`src/rtl/nbm_pkg.sv`:
```
// Shared types and constants for the nibble bank mapper.
package nbm_pkg;

   localparam int unsigned SLOT_COUNT = 11;
   localparam int unsigned SLOT_W     = 4;
   localparam int unsigned BANK_W     = 8;
   localparam int unsigned ADDR_W     = 16;
   localparam int unsigned DATA_W     = 8;
   localparam int unsigned NIB_W      = 4;
   localparam int unsigned LINE_W     = 16;
   localparam int unsigned COUNT_W    = 9;

   localparam logic [LINE_W-1:0] LINE_STEP = LINE_W'(113);

   localparam logic [SLOT_W-1:0] SLOT_PRG_LAST  = SLOT_W'(2);
   localparam logic [SLOT_W-1:0] SLOT_CHR_FIRST = SLOT_W'(3);

   localparam logic [3:0] PAGE_PRG0 = 4'h8;
   localparam logic [3:0] PAGE_PRG2 = 4'h9;
   localparam logic [3:0] PAGE_CHRA = 4'hA;
   localparam logic [3:0] PAGE_CHRB = 4'hB;
   localparam logic [3:0] PAGE_CHRC = 4'hC;
   localparam logic [3:0] PAGE_CHRD = 4'hD;
   localparam logic [3:0] PAGE_IRQ  = 4'hE;
   localparam logic [3:0] PAGE_CTRL = 4'hF;

   localparam logic [1:0] CTRL_RELOAD = 2'd0;
   localparam logic [1:0] CTRL_ENABLE = 2'd1;
   localparam logic [1:0] CTRL_MIRROR = 2'd2;

   typedef enum logic [1:0] {
      LAYOUT_HORIZONTAL = 2'd0,
      LAYOUT_VERTICAL   = 2'd1,
      LAYOUT_SINGLE     = 2'd2
   } layout_type;

   typedef struct packed {
      logic              is_bank;
      logic [SLOT_W-1:0] slot;
      logic              high;
      logic              is_latch;
      logic [1:0]        latch_nib;
      logic              is_reload;
      logic              is_enable;
      logic              is_mirror;
   } dec_type;

   typedef struct packed {
      logic              bank_written;
      logic [SLOT_W-1:0] bank_slot;
      logic [BANK_W-1:0] bank_value;
      logic              mirroring_written;
      logic [1:0]        mirroring_layout;
      logic              irq_request;
   } rsp_type;

endpackage

```
`src/rtl/nibble_bank_mapper_with_irq_top.sv`:
```
// Top level of the nibble bank mapper with scanline IRQ counter.
// Each transfer is a CPU register write or a scanline tick and yields exactly one result.
// An item is captured in an input register, decoded and applied to the mapper state as it
// moves on, and its result is held in an output register until taken; one item is taken
// every cycle while the result side keeps up. A write to the bank count reloads slots 2
// and 3 with the last two program bank numbers and must only occur while no transfer is
// in flight.
module nibble_bank_mapper_with_irq_top (
   input  logic                           clock,
   input  logic                           reset,
   input  logic                           req_valid,
   output logic                           req_ready,
   input  logic                           req_mode,
   input  logic [nbm_pkg::ADDR_W-1:0]     req_address,
   input  logic [nbm_pkg::DATA_W-1:0]     req_data,
   output logic                           rsp_valid,
   input  logic                           rsp_ready,
   output logic                           rsp_bank_written,
   output logic [nbm_pkg::SLOT_W-1:0]     rsp_bank_slot,
   output logic [nbm_pkg::BANK_W-1:0]     rsp_bank_value,
   output logic                           rsp_mirroring_written,
   output logic [1:0]                     rsp_mirroring_layout,
   output logic                           rsp_irq_request,
   input  logic                           csr_wr_en,
   input  logic [nbm_pkg::COUNT_W-1:0]    csr_wr_data
);
   import nbm_pkg::*;

   logic              in_valid_ff;
   logic              in_mode_ff;
   logic [ADDR_W-1:0] in_addr_ff;
   logic [DATA_W-1:0] in_data_ff;
   logic              out_valid_ff;
   rsp_type           out_ff;
   logic              advance;
   dec_type           dec;
   rsp_type           result;

   assign advance   = in_valid_ff && (!out_valid_ff || rsp_ready);
   assign req_ready = !in_valid_ff || advance;

   nbm_decode u_decode (
      .address (in_addr_ff),
      .dec     (dec)
   );

   nbm_state u_state (
      .clock     (clock),
      .reset     (reset),
      .advance   (advance),
      .mode      (in_mode_ff),
      .dec       (dec),
      .nib       (in_data_ff[NIB_W-1:0]),
      .csr_wr_en (csr_wr_en),
      .csr_count (csr_wr_data[BANK_W-1:0]),
      .result    (result)
   );

   always_ff @(posedge clock) begin
      if (reset) begin
         in_valid_ff  <= 1'b0;
         out_valid_ff <= 1'b0;
      end else begin
         if (req_ready) begin
            in_valid_ff <= req_valid;
         end
         if (advance) begin
            out_valid_ff <= 1'b1;
         end else if (rsp_ready) begin
            out_valid_ff <= 1'b0;
         end
      end
   end

   always_ff @(posedge clock) begin
      if (req_valid && req_ready) begin
         in_mode_ff <= req_mode;
         in_addr_ff <= req_address;
         in_data_ff <= req_data;
      end
      if (advance) begin
         out_ff <= result;
      end
   end

   assign rsp_valid             = out_valid_ff;
   assign rsp_bank_written      = out_ff.bank_written;
   assign rsp_bank_slot         = out_ff.bank_slot;
   assign rsp_bank_value        = out_ff.bank_value;
   assign rsp_mirroring_written = out_ff.mirroring_written;
   assign rsp_mirroring_layout  = out_ff.mirroring_layout;
   assign rsp_irq_request       = out_ff.irq_request;

endmodule

```
`src/rtl/nbm_decode.sv`:
```
// Address decoder for CPU writes to the mapper registers.
module nbm_decode (
   input  logic [nbm_pkg::ADDR_W-1:0] address,
   output nbm_pkg::dec_type           dec
);
   import nbm_pkg::*;

   logic [3:0] page;
   logic       low_zero;

   assign page     = address[15:12];
   assign low_zero = (address[11:2] == '0);

   always_comb begin
      dec = '0;
      dec.high = address[0];
      dec.latch_nib = address[1:0];
      case (page)
         PAGE_PRG0: begin
            dec.is_bank = low_zero;
            dec.slot    = SLOT_W'(address[1]);
         end
         PAGE_PRG2: begin
            dec.is_bank = low_zero && !address[1];
            dec.slot    = SLOT_PRG_LAST;
         end
         PAGE_CHRA: begin
            dec.is_bank = low_zero;
            dec.slot    = SLOT_CHR_FIRST + SLOT_W'(address[1]);
         end
         PAGE_CHRB: begin
            dec.is_bank = low_zero;
            dec.slot    = SLOT_CHR_FIRST + SLOT_W'(2) + SLOT_W'(address[1]);
         end
         PAGE_CHRC: begin
            dec.is_bank = low_zero;
            dec.slot    = SLOT_CHR_FIRST + SLOT_W'(4) + SLOT_W'(address[1]);
         end
         PAGE_CHRD: begin
            dec.is_bank = low_zero;
            dec.slot    = SLOT_CHR_FIRST + SLOT_W'(6) + SLOT_W'(address[1]);
         end
         PAGE_IRQ: begin
            dec.is_latch = low_zero;
         end
         PAGE_CTRL: begin
            dec.is_reload = low_zero && (address[1:0] == CTRL_RELOAD);
            dec.is_enable = low_zero && (address[1:0] == CTRL_ENABLE);
            dec.is_mirror = low_zero && (address[1:0] == CTRL_MIRROR);
         end
         default: begin
            dec = '0;
         end
      endcase
   end

endmodule

```
`src/rtl/nbm_state.sv`:
```
// Mapper state: bank registers, IRQ latch and counter, and the result logic.
module nbm_state (
   input  logic                        clock,
   input  logic                        reset,
   input  logic                        advance,
   input  logic                        mode,
   input  nbm_pkg::dec_type            dec,
   input  logic [nbm_pkg::NIB_W-1:0]   nib,
   input  logic                        csr_wr_en,
   input  logic [nbm_pkg::BANK_W-1:0]  csr_count,
   output nbm_pkg::rsp_type            result
);
   import nbm_pkg::*;

   logic [BANK_W-1:0] bank_ff [SLOT_COUNT];
   logic [BANK_W-1:0] bank_in [SLOT_COUNT];
   logic [LINE_W-1:0] reload_ff, reload_in;
   logic [LINE_W-1:0] counter_ff, counter_in;
   logic              enable_ff, enable_in;
   logic [BANK_W-1:0] cur_bank;
   logic [BANK_W-1:0] new_bank;
   logic [1:0]        code;

   assign cur_bank = bank_ff[dec.slot];
   assign new_bank = dec.high ? {nib, cur_bank[NIB_W-1:0]} : {cur_bank[BANK_W-1:NIB_W], nib};
   assign code     = nib[1:0];

   always_comb begin
      result = '0;
      if (mode) begin
         result.irq_request = enable_ff && (counter_ff <= LINE_STEP);
      end else if (dec.is_bank) begin
         result.bank_written = 1'b1;
         result.bank_slot    = dec.slot;
         result.bank_value   = new_bank;
      end else if (dec.is_mirror) begin
         result.mirroring_written = 1'b1;
         case (code)
            2'd0:    result.mirroring_layout = LAYOUT_HORIZONTAL;
            2'd1:    result.mirroring_layout = LAYOUT_VERTICAL;
            default: result.mirroring_layout = LAYOUT_SINGLE;
         endcase
      end
   end

   always_comb begin
      bank_in    = bank_ff;
      reload_in  = reload_ff;
      counter_in = counter_ff;
      enable_in  = enable_ff;
      if (advance) begin
         if (mode) begin
            if (enable_ff) begin
               if (counter_ff <= LINE_STEP) begin
                  counter_in = '0;
                  enable_in  = 1'b0;
               end else begin
                  counter_in = counter_ff - LINE_STEP;
               end
            end
         end else if (dec.is_bank) begin
            for (int i = 0; i < SLOT_COUNT; i++) begin
               if (dec.slot == SLOT_W'(i)) begin
                  bank_in[i] = new_bank;
               end
            end
         end else if (dec.is_latch) begin
            reload_in[{dec.latch_nib, 2'b00} +: NIB_W] = nib;
         end else if (dec.is_reload) begin
            counter_in = reload_ff;
         end else if (dec.is_enable) begin
            enable_in = nib[0];
         end
      end
      if (csr_wr_en) begin
         bank_in[SLOT_PRG_LAST]  = csr_count - BANK_W'(2);
         bank_in[SLOT_CHR_FIRST] = csr_count - BANK_W'(1);
      end
   end

   always_ff @(posedge clock) begin
      if (reset) begin
         for (int i = 0; i < SLOT_COUNT; i++) begin
            if (SLOT_W'(i) == SLOT_PRG_LAST) begin
               bank_ff[i] <= BANK_W'(254);
            end else if (SLOT_W'(i) == SLOT_CHR_FIRST) begin
               bank_ff[i] <= BANK_W'(255);
            end else if (i == 1) begin
               bank_ff[i] <= BANK_W'(1);
            end else begin
               bank_ff[i] <= '0;
            end
         end
         reload_ff  <= '0;
         counter_ff <= '0;
         enable_ff  <= 1'b0;
      end else begin
         bank_ff    <= bank_in;
         reload_ff  <= reload_in;
         counter_ff <= counter_in;
         enable_ff  <= enable_in;
      end
   end

endmodule

```
`config.mk`:
```
export PLATFORM = sky130hd
export DESIGN_NAME = nibble_bank_mapper_with_irq_top
export DESIGN_NICKNAME = d
export VERILOG_FILES = /design/src/rtl/nbm_pkg.sv /design/src/rtl/nibble_bank_mapper_with_irq_top.sv /design/src/rtl/nbm_decode.sv /design/src/rtl/nbm_state.sv
export SDC_FILE = /design/constraint.sdc
export NUM_CORES = 1
export LEC_CHECK = 0
export BUFFER_PORTS_ARGS = -buffer_cell sky130_fd_sc_hd__buf_4
export CORE_MARGIN = 2
export CORE_UTILIZATION = 47
export CTS_BUF_LIST = sky130_fd_sc_hd__clkbuf_4 sky130_fd_sc_hd__clkbuf_8
export CTS_CLUSTER_SIZE = 40
export DETAILED_ROUTE_END_ITERATION = 7
export PLACE_DENSITY = 0.69
export SYNTH_ARGS = -nofsm -noshare
export SYNTH_HDL_FRONTEND = slang
export SYNTH_HIERARCHICAL = 1
export SYNTH_SLANG_ARGS = --single-unit
export TNS_END_PERCENT = 30
```
`constraint.sdc`:
```
create_clock -name clock -period 8.2 [get_ports clock]
set_input_delay 0.82 -clock clock [delete_from_list [all_inputs] [get_ports clock]]
set_output_delay 0.82 -clock clock [all_outputs]
set_load 0.03 [all_outputs]
```
==> metrics.yaml, run 1 <==
ir_worst_vdd_mv: 0.124
synth_largest_type_area_fraction_pct: 32.2
vias_per_cell: 5.78
drc_errors: 0
dp.final_hpwl_mm: 12.2
syn-instance-count: 804
timing.max_cap.violations: 0
yosys.cell_count.top_type: "dfxtp_1"
antennaDiodeCount: 0
wire_length_of_the_first_global_routing_pass_mm: 29.6
synth_edf_count: 38
drt_iter0_drc: 525
leading_post_synthesis_cells_by_cell_area: "dfxtp_1, edfxtp_1, nand2_1"
worst-slew-pin-transition_ns: 1.10
die_height_um: 132
synth_top_cell_by_area: "dfxtp_1"
power-per-cell-area_nw_per_um2: 186
port_buffers: 52
gp_congestion: 0.846
final_layout_size_suffix_gt1_share_pct: 17.8
buffers_and_inverters_on_the_worst_path: 1
final.period_utilization_pct: 46.8
synth-main-ff-cell: "dfxtp_1"
report.power.total_uw: 1580
maxClockFrequency_ghz: 0.261
cts_post_setup_buffers_inserted: 0
nets: 879
cts_root_buffer: "clkbuf_8"
fp.coreArea_um2: 15900
synth_commonest_cells: "dfxtp_1, nand2_1, o21ai_0"
status: "complete, no violations"
die_w_um: 132
core_util_final_pct: 53.5
ff2ff_path_depth: 9
synth_nets: 853
synth_warnings: 6
final-setup-viol-count: 0
hold_buffers: 0
synth_cell_area_um2: 7650
hold_path_depth: 2
yosys_register_bits: 161
reg2reg_from: "in_addr_ff[12]$_DFFE_PP_"
crit_slowest_cell: "a31oi_1"
synthesis.area_per_instance_um2: 9.51
grt_max_degree: 74
hold_viol_final: 0
crit_family: "compound AO/OA/AOI/OAI gates"
row_count: 46
synth.yosys.seq_area_share_pct: 47.1
cts_tree: "done"
routed-via-count: 6118
antenna_violating_nets_post_route: 0
setup.worst_path.class: "reg -> reg"
critPathMaxFanout: 36
postSynth.asyncResetShare_pct: 0
hold_end: "u_state/reload_ff[13]$_SDFFE_PP0P_"
drt-total-wl_mm: 18.2
clock-skew-final_ns: 0.00705
critPathMaxStageDelay_ns: 0.80
tritoncts.num_buffers: 17
setup_total_negative_slack_ns: 0
leakagePower_uw: 0.00296
crit_arrival_ns: 4.18
clkSlewWorstSetupHoldPaths_ns: 0.08
grt_remaining_overflow: 0
synth_cell_types: 79
detailed_route_wire_length_per_cell_um: 17.2
start_util_pct: 48.1
finalMaxSlewViolations: 0
critical_path_required_ns: 8.54
clock_path_buffers: 2
slew_headroom_pct: 26.3
crit_end_category: "flop"
ctsHtreeMaxLevel: 4
rsz0062_at_grt: "false"
postLayoutCellArea_um2: 8500
dpl_cell_area_um2: 8100
initial_antenna_violation_count: 0
timing.critical_path.cells: "nor2b_1 -> o21ai_0 -> o2111a_2 -> buf_4 -> mux4_2 -> or2_1 -> a31oi_1 -> a211oi_1 -> a211o_1"
syn_to_final_growth_pct: 11.2
first_global_vias: 5928
layout_min_cycle_time_ns: 3.83
grt_use_total_pct: 21.2
startpoint_type: "flop"
worstHoldPathType: "reg -> reg"
post_cts.resized_instances: 0
hold_path_startpoint: "u_state/reload_ff[13]$_SDFFE_PP0P_"
clock_sink_count: 161
r2r_slack_ns: 4.37
drt_first_pass_iters: 5
io_pins: 58
clock_insertion_delay_worst_skew_ns: 0.45
die_area_um2: 17300
worstReg2RegEnd: "u_state/bank_ff[61]$_SDFFE_PP1P_"
## registers in the layout, summed over array words and instances (netlist names)
name	flops
in_addr_ff	16
rsp_mirroring_written	1
rsp_bank_value	8
u_state/enable_ff	1
rsp_bank_written	1
in_mode_ff	1
rsp_valid	1
u_state/reload_ff	16
u_state/bank_ff	88
rsp_bank_slot	4
rsp_irq_request	1
rsp_mirroring_layout	2
u_state/counter_ff	16
in_valid_ff	1
in_data_ff	4
## tightest hold or removal path: stages, from the launching register on
cell     delay (ns)
dfxtp_1        0.31
nand2_1        0.05
a21oi_1        0.05
## cell type report
class,instances,area (um^2)
Timing Repair Buffer,56,420
Sequential cell,161,3600
Tap cell,216,270
Clock inverter,14,163
Multi-Input combinational cell,572,3720
Fill cell,1517,7380
Inverter,22,82.6
Clock buffer,18,241
## metal layers
metal  track usage (%)  part of all wire [%]
met1              26.9                    45
met2              36.2                    48
met3              3.67                   4.8
met4              7.79                   1.9
met5                 0                     0
## power breakdown
| group | leakage [uW] | internal (uW) | total [uW] | switching (uW) |
|---|---|---|---|---|
| clock network | 0.000195 | 302 | 594 | 292 |
| logic | 0.00141 | 52.7 | 147 | 93.8 |
| registers | 0.00135 | 828 | 842 | 14.1 |
## worst max-delay path by stage
stage,from,end,slack (ns),cells past startpoint
finish,in_addr_ff[12]$_DFFE_PP_,u_state/bank_ff[61]$_SDFFE_PP1P_,4.37,9
floorplan,in_addr_ff[7]$_DFFE_PP_,u_state/bank_ff[63]$_SDFFE_PP1P_,5.43,8
global placement,in_addr_ff[12]$_DFFE_PP_,u_state/bank_ff[69]$_SDFFE_PP1P_,4.41,9
CTS,in_addr_ff[12]$_DFFE_PP_,u_state/bank_ff[61]$_SDFFE_PP1P_,4.32,9
global route,in_addr_ff[12]$_DFFE_PP_,u_state/bank_ff[61]$_SDFFE_PP1P_,4.05,9
detailed placement,in_addr_ff[12]$_DFFE_PP_,u_state/bank_ff[61]$_SDFFE_PP1P_,4.37,9
## placed cells by master (no fill, tap or decap), types with 6 or more instances in the layout
cell type  netlist  final
dfxtp_1        123    123
nand2_1        120    120
o21ai_0         75     75
buf_4            1     56
nor2_1          52     51
a21oi_1         40     40
edfxtp_1        38     38
inv_1           21     21
nand4_1         20     20
a211oi_1        20     20
nor3_1          19     19
clkbuf_8         0     17
mux4_2          13     13
a31oi_1         13     13
nand3_1         13     13
mux2i_1         11     11
nor3b_1         10     10
and3_1          10     10
ha_1            10     10
and2_1           9      9
a211o_1          8      8
nor2b_1          7      7
mux2_2           6      6
xnor2_1          6      6
## through the flow
step                      worst slack, ns  hold slack, ns  std cells
after floorplan                      5.43           0.420        804
after global placement               4.41           0.430       1027
after detailed placement             4.37           0.441       1027
after CTS                            4.32           0.455       1059
after global routing                 4.05           0.472       1059
final                                4.37           0.452       1059
## cell families after synthesis
| family | share of synthesized area [%] |
|---|---|
| compound gates | 18.0 |
| xor+xnor | 1.26 |
| fa+ha+maj | 1.64 |
| buf+inv | 4.32 |
| flops | 47.1 |
| mux | 6.15 |
| simple gates | 21.5 |
Note: power is estimated with default switching activity, not from simulation.
==> run 2: changes to the inputs <==
--- a/config.mk
+++ b/config.mk
@@ -11,7 +11,7 @@
 export CTS_BUF_LIST = sky130_fd_sc_hd__clkbuf_4 sky130_fd_sc_hd__clkbuf_8
 export CTS_CLUSTER_SIZE = 40
 export DETAILED_ROUTE_END_ITERATION = 7
-export PLACE_DENSITY = 0.69
+export PLACE_DENSITY = 0.71
 export SYNTH_ARGS = -nofsm -noshare
 export SYNTH_HDL_FRONTEND = slang
 export SYNTH_HIERARCHICAL = 1
==> constraint.sdc (replaced) <==
create_clock -name clock -period 3.1 [get_ports clock]
set_input_delay 0.31 -clock clock [delete_from_list [all_inputs] [get_ports clock]]
set_output_delay 0.31 -clock clock [all_outputs]
set_load 0.03 [all_outputs]
==> metrics.yaml, run 2 (same netlist as run 1, synthesis figures left out) <==
mostFrequentLayoutCells: "dfxtp_1, nand2_1, buf_4"
clock_path_buffers: 2  # unchanged
io_pins: 58  # unchanged
final.period_utilization_pct: 97.0  # +50 points
crit_arrival_ns: 3.23  # -0.95 ns
grt_use_total_pct: 23.3  # +2.1 points
syn_to_final_growth_pct: 18.2
drt_first_pass_iters: 5  # unchanged
gp_congestion: 0.838  # -0.95%
rsz0062_at_grt: "true"
initial_antenna_violation_count: 1  # +1
report.power.total_uw: 4310  # +170%
cts_post_setup_buffers_inserted: 0  # unchanged
critical_path_required_ns: 3.33  # -5.21 ns
dp.final_hpwl_mm: 13.6  # +11%
grt_max_degree: 46  # -38%
layout_commonest_cell: "dfxtp_1"
postLayoutCellArea_um2: 9040  # +6.3%
ir_worst_vdd_mv: 0.336  # +170%
routed-via-count: 6405  # +4.7%
drc_errors: 0  # unchanged
finalMaxSlewViolations: 0  # unchanged
critPathMaxStageDelay_ns: 0.53  # -0.27 ns
layout_min_cycle_time_ns: 3.01  # -0.829 ns
tritoncts.num_buffers: 17  # unchanged
maxClockFrequency_ghz: 0.333  # +28%
nets: 938  # +6.7%
timing.critical_path.to: "rsp_bank_value[1]$_DFFE_PP_"
die_area_um2: 17300  # unchanged
port_buffers: 52  # unchanged
drt_iter0_drc: 506  # -3.6%
final_layout_size_suffix_gt1_share_pct: 21.2  # +3.4 points
crit_slowest_cell: "mux4_2"
final-setup-viol-count: 0  # unchanged
die_w_um: 132  # unchanged
cts_tree: "done"
ff2ff_path_depth: 11  # +2
clkSlewWorstSetupHoldPaths_ns: 0.09  # about the same
wire_length_of_the_first_global_routing_pass_mm: 32.0  # +7.8%
grt_remaining_overflow: 0  # unchanged
reg2reg_from: "in_addr_ff[1]$_DFFE_PP_"
startpoint_type: "flop"
timing.critical_path.mode_cell: "buf_4"
timing.critical_path.cells: "nor2b_1 -> o21ai_0 -> o2111a_2 -> buf_4 -> buf_4 -> mux4_2 -> nor2_1 -> a311oi_1 -> a211oi_2 -> buf_4 -> nor2_1"
hold_path_startpoint: "req_address[0]"
fin_worst_hold_slack_ns: 0.0281  # -0.424 ns
registers.top_by_ff_count: "u_state/bank_ff"
crit_end_category: "flop"
setup_total_negative_slack_ns: 0  # unchanged
power-per-cell-area_nw_per_um2: 477  # +160%
die_height_um: 132  # unchanged
setup.worst_path.class: "reg -> reg"
row_count: 46  # unchanged
antenna_violating_nets_post_route: 0  # unchanged
clock_insertion_delay_worst_skew_ns: 0.47  # +0.02 ns
worstHoldPathType: "in -> reg"
detailed_route_wire_length_per_cell_um: 17.4  # +1.3%
clock_sink_count: 161  # unchanged
cts_root_buffer: "clkbuf_8"
first_global_vias: 6225  # +5.0%
start_util_pct: 48.1  # unchanged
number_of_flip_flops_in_the_largest_register: 88  # unchanged
worst-slew-pin-transition_ns: 0.855  # -0.247 ns
worstReg2RegEnd: "rsp_bank_value[1]$_DFFE_PP_"
vias_per_cell: 5.72  # -0.92%
drt-total-wl_mm: 19.5  # +7.1%
hold_viol_final: 0  # unchanged
ctsHtreeMaxLevel: 4  # unchanged
status: "complete, no violations"
clock-skew-final_ns: 0.0116  # +0.00456 ns
timing.max_cap.violations: 0  # unchanged
leakagePower_uw: 0.00324  # +9.5%
dpl_cell_area_um2: 8420  # +3.9%
critPathMaxFanout: 6  # -83%
crit_path_start: "in_addr_ff[1]$_DFFE_PP_"
fp.coreArea_um2: 15900  # unchanged
slew_headroom_pct: 43.0  # +17 points
r2r_slack_ns: 0.09  # -4.27 ns
[run 2: how the worst min path moves through the flow]
stage	end	cells after the start
2_1_floorplan	in_valid_ff$_SDFFE_PP0P_	1
4_1_cts	in_addr_ff[0]$_DFFE_PP_	1
5_1_grt	in_addr_ff[0]$_DFFE_PP_	1
6_report	in_addr_ff[0]$_DFFE_PP_	1
3_3_place_gp	u_state/bank_ff[26]$_SDFFE_PP0P_	2
3_5_place_dp	u_state/bank_ff[31]$_SDFFE_PP0P_	2
[run 2: area by class of cell]
cell class,instances,area (um^2)
Clock inverter,14,164
Sequential cell,161,3600
Antenna cell,1,2.50
Multi-Input combinational cell,572,3740
Fill cell,1418,6840
Tap cell,216,270
Clock buffer,18,241
Inverter,22,82.6
Timing Repair Buffer,115,938
[run 2: critical path, delay by kind of cell, from the launching register on]
family	cells	cell delay [ns]
flops	1	0.47
simple gates	3	0.29
compound gates	4	0.93
mux	1	0.53
buf+inv	3	0.53
[run 2: timing repair]
action	4_1_cts	5_1_grt
endpoints found under the setup margin	0	19
hold endpoints to repair	19	1
gates resized for setup	0	3
hold buffers	19	1
[run 2: layer usage]
metal | GRT usage (%) | vias to the layer above | share of wire (%)
li1 | - | 3120 | -
met1 | 28.9 | 3058 | 42
met2 | 39.8 | 189 | 50
met3 | 4.17 | 38 | 5.1
met4 | 9.84 | 0 | 2.6
met5 | 0 | - | 0
[run 2: metrics by stage]
step | instances | utilization (%) | setup WS [ns]
after global routing | 1119 | 56.9 | -0.0100
final | 1119 | 56.9 | 0.0943
after detailed placement | 1066 | 53.0 | 0.139
after floorplan | 804 | - | 0.331
after CTS | 1117 | 56.7 | 0.102
after global placement | 1066 | 53.0 | 0.169
[run 2: power breakdown]
group	total, uW	leakage [uW]	internal [uW]	switching (uW)
clock	1610	0.000192	799	811
sequential	2220	0.00135	2190	33.4
combinational	480	0.00170	202	278
total	4310	0.00324	3190	1120
==> run 3: changes to the inputs <==
--- a/config.mk
+++ b/config.mk
@@ -7,11 +7,11 @@
 export LEC_CHECK = 0
 export BUFFER_PORTS_ARGS = -buffer_cell sky130_fd_sc_hd__buf_4
 export CORE_MARGIN = 2
-export CORE_UTILIZATION = 47
+export CORE_UTILIZATION = 54
 export CTS_BUF_LIST = sky130_fd_sc_hd__clkbuf_4 sky130_fd_sc_hd__clkbuf_8
 export CTS_CLUSTER_SIZE = 40
 export DETAILED_ROUTE_END_ITERATION = 7
-export PLACE_DENSITY = 0.71
+export PLACE_DENSITY = 0.8
 export SYNTH_ARGS = -nofsm -noshare
 export SYNTH_HDL_FRONTEND = slang
 export SYNTH_HIERARCHICAL = 1
==> metrics.yaml, run 3 (same netlist as run 1, synthesis figures left out) <==
grt_max_degree: 42  # -8.7%
layout_min_cycle_time_ns: 2.99  # -0.0207 ns
detailed_route_wire_length_per_cell_um: 17.8  # +1.9%
layout_commonest_cell: "dfxtp_1"
fp.coreArea_um2: 13900  # -13%
worst-slew-pin-transition_ns: 0.822  # -0.0329 ns
timing.critical_path.mode_cell: "buf_4"
startpoint_type: "flop"
critPathMaxFanout: 11  # +5
grt_use_total_pct: 25.9  # +2.7 points
timing.max_cap.violations: 0  # unchanged
nets: 927  # -1.2%
drt-total-wl_mm: 19.0  # -2.4%
drt_iter0_drc: 655  # +29%
reg2reg_from: "in_addr_ff[13]$_DFFE_PP_"
crit_family: "compound AO/OA/AOI/OAI gates"
grt_remaining_overflow: 0  # unchanged
hold_viol_final: 0  # unchanged
setup.worst_path.class: "reg -> reg"
crit_arrival_ns: 3.36  # +0.13 ns
leakagePower_uw: 0.00322  # -0.66%
die_w_um: 123  # -6.5%
mostFrequentLayoutCells: "dfxtp_1, nand2_1, buf_4"
globalRouteMet3Util_pct: 5.77  # +1.6 points
final.period_utilization_pct: 96.3  # -0.67 points
power-per-cell-area_nw_per_um2: 484  # +1.4%
clkSlewWorstSetupHoldPaths_ns: 0.09  # about the same
drc_errors: 0  # unchanged
ir_worst_vdd_mv: 0.328  # -2.5%
grt_busiest_layer: "met2"
start_util_pct: 55.1  # +7.0 points
number_of_flip_flops_in_the_largest_register: 88  # unchanged
cts_root_buffer: "clkbuf_8"
drt_first_pass_iters: 7  # +2
antenna_violating_nets_post_route: 0  # unchanged
port_buffers: 52  # unchanged
cts_tree: "done"
worstHoldPathType: "in -> reg"
clock_path_buffers: 2  # unchanged
vias_per_cell: 6.09  # +6.4%
clock-skew-final_ns: 0.0144  # +0.00284 ns
core_util_final_pct: 64.0  # +7.1 points
buffers_and_inverters_on_the_worst_path: 4  # +1
clock_sink_count: 161  # unchanged
crit_end_category: "flop"
maxClockFrequency_ghz: 0.335  # +0.69%
slew_headroom_pct: 45.1  # +2.1 points
finalMaxSlewViolations: 0  # unchanged
timing.critical_path.cells: "nor2_2 -> nor2_1 -> o2111a_2 -> buf_12 -> buf_4 -> nand2b_1 -> buf_4 -> o221a_2 -> o31a_1 -> buf_4 -> o21ai_0"
r2r_slack_ns: 0.11  # +0.02 ns
dp.final_hpwl_mm: 12.8  # -5.4%
routed-via-count: 6522  # +1.8%
syn_to_final_growth_pct: 16.3
grt_use_met1_pct: 31.7  # +2.9 points
die_area_um2: 15100  # -13%
global_route.usage.met2_pct: 45.6  # +5.9 points
report.power.total_uw: 4300  # -0.28%
crit_path_start: "in_addr_ff[13]$_DFFE_PP_"
io_pins: 58  # unchanged
final-setup-viol-count: 0  # unchanged
critical_path_required_ns: 3.48  # +0.15 ns
crit_slowest_cell: "edfxtp_1"
ff2ff_path_depth: 11  # unchanged
gp_congestion: 0.891  # +6.3%
initial_antenna_violation_count: 0  # -1
ctsHtreeMaxLevel: 4  # unchanged
hold_path_depth: 1  # unchanged
clock_insertion_delay_worst_skew_ns: 0.46  # about the same
final_layout_size_suffix_gt1_share_pct: 22.1  # +0.93 points
instance_count_on_the_critical_path: 11  # unchanged
setup_total_negative_slack_ns: 0  # unchanged
wire_length_of_the_first_global_routing_pass_mm: 30.6  # -4.4%
die_height_um: 123  # -6.5%
timing.critical_path.to: "u_state/bank_ff[2]$_SDFFE_PP0P_"
status: "complete, no violations"
antennaDiodeCount: 0  # -1
tritoncts.num_buffers: 17  # unchanged
critPathMaxStageDelay_ns: 0.53  # about the same
worstReg2RegEnd: "u_state/bank_ff[2]$_SDFFE_PP0P_"
row_count: 43  # -6.5%
registers.top_by_ff_count: "u_state/bank_ff"
first_global_vias: 6171  # -0.87%
[run 3: cell count changes in the layout (fill, tap and decap cells not counted), moves of 2 or more]
cell           delta
dlygate4sd3_1    -16
buf_4             +5
clkinvlp_4        -3
inv_6             +3
clkinv_4          +2
[run 3: repair_timing]
action / CTS / global route
hold endpoints to repair: 1 / 3
hold buffers: 1 / 3
setup endpoints to repair: 0 / 89
gates resized for setup: 0 / 5
setup buffers: 0 / 8
[run 3: worst min-delay path by stage]
stage	end	slack (ns)	from
CTS	in_addr_ff[1]$_DFFE_PP_	0.003	req_address[1]
finish	in_addr_ff[5]$_DFFE_PP_	0.02	req_address[5]
global route	in_data_ff[0]$_DFFE_PP_	0.00001	req_data[0]
detailed placement	u_state/reload_ff[12]$_SDFFE_PP0P_	0.44	u_state/reload_ff[12]$_SDFFE_PP0P_
global placement	u_state/bank_ff[36]$_SDFFE_PP0P_	0.43	u_state/bank_ff[36]$_SDFFE_PP0P_
floorplan	in_valid_ff$_SDFFE_PP0P_	0.37	reset
[run 3: through the flow]
step	hold WS (ns)	instance area, um^2	cells	setup slack (ns)
2_1_floorplan	0.372	7650	804	0.331
4_1_cts	0.00264	8760	1060	0.0213
3_5_place_dp	0.441	8330	1027	0.0416
6_report	0.0224	8890	1071	0.115
3_3_place_gp	0.430	8330	1027	0.152
5_1_grt	0.0000114	8890	1071	-0.0257
[run 3: layout make-up]
cell class	count	area (um^2)
tap	180	225
clock buffer	17	234
fill	1113	4990
clock inverter	15	181
sequential	161	3600
inverter	22	82.6
multi-input combinational	572	3750
timing repair buffer	104	816
[run 3: per-layer routing]
layer | share of wire (%) | vias to the layer above
met2 | 51 | 256
li1 | - | 3100
met4 | 2.0 | 0
met3 | 6.2 | 35
met1 | 41 | 3131
met5 | 0 | -
[run 3: power by group]
part,leakage (uW),switching [uW],internal [uW],total [uW]
registers,0.00135,34.1,2190,2220
clock network,0.000207,811,805,1620
logic,0.00166,272,190,462
total,0.00322,1120,3180,4300
